--- src/design/dad_pkg.sv ---
// dad_pkg: shared types, constants and month-length function for the
// calendar date adder. No dependencies.
package dad_pkg;

  localparam int DayW   = 5;
  localparam int MonthW = 4;
  localparam int YearW  = 14;
  localparam int CountW = 16;
  localparam int SumW   = CountW + 1;

  localparam logic [YearW-1:0]  MaxYear  = YearW'(9999);
  localparam logic [MonthW-1:0] January  = MonthW'(1);
  localparam logic [MonthW-1:0] February = MonthW'(2);
  localparam logic [MonthW-1:0] April    = MonthW'(4);
  localparam logic [MonthW-1:0] June     = MonthW'(6);
  localparam logic [MonthW-1:0] September = MonthW'(9);
  localparam logic [MonthW-1:0] November = MonthW'(11);
  localparam logic [MonthW-1:0] December = MonthW'(12);
  localparam logic [DayW-1:0]   LastDay  = DayW'(31);

  typedef struct packed {
    logic load;
    logic step;
    logic capture;
  } dad_cmd_t;

  typedef struct packed {
    logic done;
  } dad_status_t;

  function automatic logic [DayW-1:0] month_length(input logic [MonthW-1:0] month,
                                                   input logic [1:0] year_low);
    logic [DayW-1:0] len;
    case (month) inside
      February: len = (year_low == 2'd0) ? DayW'(29) : DayW'(28);
      April, June, September, November: len = DayW'(30);
      default: len = DayW'(31);
    endcase
    return len;
  endfunction

endpackage

--- src/design/dad_ctrl.sv ---
// dad_ctrl: controller for the date adder; sequences load, month steps and
// result capture. Depends on dad_pkg.
module dad_ctrl import dad_pkg::*; (
  input  logic        clk,
  input  logic        rst,
  input  logic        req_valid,
  output logic        req_stall,
  output logic        rsp_valid,
  input  logic        rsp_stall,
  input  dad_status_t status,
  output dad_cmd_t    cmd
);

  typedef enum logic [0:0] {
    IDLE,
    RUN
  } state_t;

  state_t state;
  logic   out_free;

  assign out_free  = !rsp_valid || !rsp_stall;
  assign req_stall = (state != IDLE);

  always_comb begin
    cmd = '0;
    unique case (state)
      IDLE: cmd.load = req_valid;
      RUN: begin
        cmd.step    = !status.done;
        cmd.capture = status.done && out_free;
      end
      default: cmd = '0;
    endcase
  end

  always_ff @(posedge clk) begin
    if (rst) begin
      state     <= IDLE;
      rsp_valid <= 1'b0;
    end else begin
      if (cmd.capture) begin
        rsp_valid <= 1'b1;
      end else if (rsp_valid && !rsp_stall) begin
        rsp_valid <= 1'b0;
      end
      unique case (state)
        IDLE: begin
          if (req_valid) begin
            state <= RUN;
          end
        end
        RUN: begin
          if (cmd.capture) begin
            state <= IDLE;
          end
        end
        default: state <= IDLE;
      endcase
    end
  end

endmodule

--- src/design/dad_dpath.sv ---
// dad_dpath: working date registers, one-month-per-cycle step and result
// registers for the date adder. Depends on dad_pkg.
module dad_dpath import dad_pkg::*; (
  input  logic              clk,
  input  dad_cmd_t          cmd,
  output dad_status_t       status,
  input  logic [DayW-1:0]   start_day,
  input  logic [MonthW-1:0] start_month,
  input  logic [YearW-1:0]  start_year,
  input  logic [CountW-1:0] add_count,
  output logic [DayW-1:0]   end_day,
  output logic [MonthW-1:0] end_month,
  output logic [YearW-1:0]  end_year,
  output logic              year_overflow
);

  logic [SumW-1:0]   sum;
  logic [MonthW-1:0] month;
  logic [YearW-1:0]  year;
  logic              ovf;

  logic [DayW-1:0]   len;
  logic [DayW-1:0]   day_in;
  logic [MonthW-1:0] month_in;

  assign len         = month_length(month, year[1:0]);
  assign status.done = ovf || (sum <= SumW'(len));

  always_comb begin
    day_in = (start_day == '0) ? DayW'(1) : start_day;
    if (start_month == '0) begin
      month_in = January;
    end else if (start_month > December) begin
      month_in = December;
    end else begin
      month_in = start_month;
    end
  end

  always_ff @(posedge clk) begin
    if (cmd.load) begin
      sum   <= SumW'(day_in) + SumW'(add_count);
      month <= month_in;
      year  <= start_year;
      ovf   <= (start_year > MaxYear);
    end else if (cmd.step) begin
      sum <= sum - SumW'(len);
      if (month == December) begin
        month <= January;
        if (year >= MaxYear) begin
          ovf <= 1'b1;
        end else begin
          year <= year + YearW'(1);
        end
      end else begin
        month <= month + MonthW'(1);
      end
    end
    if (cmd.capture) begin
      if (ovf) begin
        end_day   <= LastDay;
        end_month <= December;
        end_year  <= MaxYear;
      end else begin
        end_day   <= sum[DayW-1:0];
        end_month <= month;
        end_year  <= year;
      end
      year_overflow <= ovf;
    end
  end

endmodule

--- src/design/date_add_days.sv ---
// date_add_days: top level of the calendar date adder; joins controller and
// datapath. Depends on dad_pkg, dad_ctrl, dad_dpath.
//
//   channel  handshake             payload
//   request  req_valid, req_stall  start_day, start_month, start_year, add_count
//   response rsp_valid, rsp_stall  end_day, end_month, end_year, year_overflow
//
// One request is worked at a time. It is loaded, then stepped once per
// month crossed by the month-step loop (up to about 2160 months for 65535 days),
// and then the result is moved into the response register.
// Reset clears the controller; the next request is taken in the cycle after
// capture, even while the response is still stalled.
// A stalled response holds the result, and the loop finishes and waits.
module date_add_days import dad_pkg::*; (
  input  logic              clk,
  input  logic              rst,
  input  logic              req_valid,
  output logic              req_stall,
  input  logic [DayW-1:0]   start_day,
  input  logic [MonthW-1:0] start_month,
  input  logic [YearW-1:0]  start_year,
  input  logic [CountW-1:0] add_count,
  output logic              rsp_valid,
  input  logic              rsp_stall,
  output logic [DayW-1:0]   end_day,
  output logic [MonthW-1:0] end_month,
  output logic [YearW-1:0]  end_year,
  output logic              year_overflow
);

  dad_cmd_t    cmd;
  dad_status_t status;

  dad_ctrl u_ctrl (
    .clk       (clk),
    .rst       (rst),
    .req_valid (req_valid),
    .req_stall (req_stall),
    .rsp_valid (rsp_valid),
    .rsp_stall (rsp_stall),
    .status    (status),
    .cmd       (cmd)
  );

  dad_dpath u_dpath (
    .clk           (clk),
    .cmd           (cmd),
    .status        (status),
    .start_day     (start_day),
    .start_month   (start_month),
    .start_year    (start_year),
    .add_count     (add_count),
    .end_day       (end_day),
    .end_month     (end_month),
    .end_year      (end_year),
    .year_overflow (year_overflow)
  );

endmodule

--- config.mk ---
export PLATFORM = sky130hd
export DESIGN_NAME = date_add_days
export DESIGN_NICKNAME = d
export VERILOG_FILES = /design/src/design/dad_pkg.sv /design/src/design/dad_ctrl.sv /design/src/design/dad_dpath.sv /design/src/design/date_add_days.sv
export SDC_FILE = /design/constraint.sdc
export NUM_CORES = 1
export LEC_CHECK = 0
export BUFFER_PORTS_ARGS = -buffer_cell sky130_fd_sc_hd__buf_2
export CAP_MARGIN = 20
export CORE_AREA = 5 5 101 103
export CTS_BUF_LIST = sky130_fd_sc_hd__clkbuf_4
export CTS_CLUSTER_SIZE = 40
export DETAILED_ROUTE_END_ITERATION = 10
export DIE_AREA = 0 0 106 108
export PLACE_DENSITY = 0.61
export SYNTH_ARGS = -nofsm -noshare
export SYNTH_HDL_FRONTEND = slang
export SYNTH_HIERARCHICAL = 1
export SYNTH_SLANG_ARGS = --single-unit
--- constraint.sdc ---
create_clock -name clk -period 5.55 [get_ports clk]
set_input_delay 1.11 -clock clk [delete_from_list [all_inputs] [get_ports clk]]
set_output_delay 1.11 -clock clk [all_outputs]
set_load 0.005 [all_outputs]
==> reports/metrics.yaml <==
run_status:
  outcome: "complete, no violations"
cts:
  cts_max_level: 3
  clkSinkCount: 62
  cts_made_buffers: 9
  holdBufCountCts: 0
  cts_tree: "built"
  cts_resized: 0
  clockRootBuffer: "clkbuf_4"
  clk_pin_slew_worst_paths_ns: 0.12
  clk_path_buf_depth: 2
  clock_latency_ns: 0.41
  post_cts_buffers: 0
synth:
  seq_area_frac_synth_pct: 51.1
  ys.warnings.count: 6
  syn_inst: 335
  yosysUniqueCellTypes: 42
  syn-mean-instance-area_um2: 10.8
  syn_nets: 393
  ys_seq_elements: 62
  syn_area_um2: 3610
placed_design:
  dp_hpwl_um: 5560
  port_buffers: 68
  post-place-cells: 505
  gp_congestion: 0.808
  dpl_worst_slack_ns: 2.10
global_route:
  grt_max_degree: 35
  grtUsageTotal_pct: 13.4
  grt_pass1_wl_um: 12300
  grt_pass1_vias: 2648
  antenna_found_initial: 0
  grt_overflow_total: 0
power:
  power_uw: 1200
  power_leakage_uw: 0.00161
  powerDensity_nw_per_um2: 284
  ir_worst_vdd_mv: 0.0880
timing:
  fin_crit_sh_pct: 61.8
  period_needed_ns: 3.43
  clock_skew_ns: 0.0176
  tightest_slew_ns: 0.730
  hold_viol_final: 0
  fmax_mhz: 292
  timing_max_transition_violations_final: 0
  rsz0062_at_grt: "false"
  setup_violations: 0
  setup_slack_ns: 2.12
  tns_ns: 0
  relSlewSlack_pct: 51.3
final_layout:
  most-common-layout-cells: "68 x buf_2, 60 x edfxtp_1, 30 x nand2_1, 28 x o21ai_0"
  layout_commonest_cell: "buf_2"
  nets: 463
  final_cells: 521
  layout-drive-gt1-share_pct: 27.1
  diodes: 0
  area_growth_pct: 17.3
floorplan:
  die_area_um2: 11400
  core_um2: 9110
  rows: 35
  initial_utilization_pct: 39.6
  ios: 69
  die_w_um: 106
  die_height_um: 108
setup_path:
  crit_fanout: 21
  arrival_ns: 3.48
  cp-start-kind: "register"
  required_ns: 5.60
  path_class: "register to register"
  endpoint_kind: "register"
route:
  wire_per_inst_um: 14.3
  postRouteAntennaNets: 0
  num_vias: 2664
  drc_errors: 0
  drt_iter0_markers: 110
  totalWireLength_um: 7480
  viasPerCell: 5.11
  first_pass_iters: 4
worst_hold_path:
  hold_path.class: "register to register"
job:
  drv_cap: 0
[power by group]
group / internal [uW] / switching, uW / total (uW)
combinational: 102 / 119 / 221
sequential: 575 / 43.8 / 619
clock: 184 / 176 / 360
total: 861 / 339 / 1200
[flip-flops by register name (all words and copies together) (netlist names), 4 cells and up]
| name | cells |
|---|---|
| u_dpath/end_year | 14 |
| u_dpath/end_month | 4 |
| u_dpath/sum | 17 |
| u_dpath/month | 4 |
| u_dpath/end_day | 5 |
| u_dpath/year | 14 |
[layer usage]
layer  vias up  global-route usage (%)  part of all wire [%]
li1       1351                       -                     -
met1      1238                    17.7                    47
met2        69                    21.3                    46
met3         6                    3.22                   5.7
met4         0                    5.74                   1.0
met5         -                       0                     0
[final timing paths]
path	start	to	slack [ns]	cells past startpoint
setup / recovery	u_dpath/month[0]$_DFFE_PP_	u_dpath/sum[13]$_DFFE_PP_	2.12	13
hold / removal	u_ctrl/rsp_valid$_SDFFE_PP0P_	u_ctrl/rsp_valid$_SDFFE_PP0P_	0.54	2
setup reg to reg	u_dpath/month[0]$_DFFE_PP_	u_dpath/sum[13]$_DFFE_PP_	2.12	13
hold reg to reg	u_ctrl/rsp_valid$_SDFFE_PP0P_	u_ctrl/rsp_valid$_SDFFE_PP0P_	0.54	2
[cell type report]
cell class                      count  area [um2]
Sequential cell                    62        1840
Clock buffer                        9        67.6
Multi-Input combinational cell    247        1670
Timing Repair Buffer               70         355
Tap cell                          111         139
Clock inverter                      7        98.8
Fill cell                         862        4880
Inverter                           15        56.3
[metrics by stage]
step | util (%) | instance area (um2) | hold slack (ns)
floorplan | - | 3610 | 0.477
global placement | 44.6 | 4070 | 0.520
detailed placement | 44.6 | 4070 | 0.524
CTS | 46.5 | 4230 | 0.542
global route | 46.5 | 4230 | 0.564
finish | 46.5 | 4230 | 0.541
[logic make-up (layout without fill, tap and decap cells)]
group,after synthesis,count (layout),synth area share [%]
AOI/OAI and AO/OA,64,64,10.7
xor gates and xnor gates,39,39,9.47
adders and majority gates,15,15,5.62
buffers and inverters,26,101,2.71
DFF,62,62,51.1
muxes,10,10,2.84
and+or+nand+nor,119,119,17.6
[cells in the mapped netlist (all sizes together)]
master,n,area share [%]
o31a,2,0.49
nor3,5,0.83
o32ai,1,0.24
xnor2,14,3.4
edfxtp,60,50
nand4,2,0.35
nor4,6,1.5
o2111ai,3,0.73
dfxtp,2,1.1
a311oi,2,0.49
a31o,2,0.49
nand2,30,3.1
o31ai,2,0.42
nand3b,1,0.21
a31oi,1,0.17
inv,15,1.6
nor2b,9,1.6
o41ai,1,0.24
fa,2,1.1
or3,1,0.17
mux2i,8,2.2
o21a,1,0.21
or4,1,0.31
clkbuf,11,1.1
nand3,10,1.4
nor2,25,2.6
nand4b,4,0.97
mux2,2,0.62
o21ai,28,3.9
o21bai,2,0.42
and4b,1,0.28
nand4bb,1,0.31
and2b,2,0.42
a21oi,15,2.1
xor2,25,6.1
ha,13,4.5
a211oi,1,0.21
or2,16,2.8
and3,5,0.87
a21o,3,0.62
[worst max-delay path, stage by stage (launching register included)]
cell and delay, ns:
edfxtp_1 0.47, inv_1 0.17, ha_1 0.19, inv_1 0.05
or3_1 0.35, inv_1 0.08, ha_1 0.13, nor2b_1 0.17
o2111ai_1 0.28, a21oi_1 0.22, nor2_1 0.05, a31o_2 0.26
nor2b_1 0.19, or2_2 0.47
(Power assumes the default switching activity.)
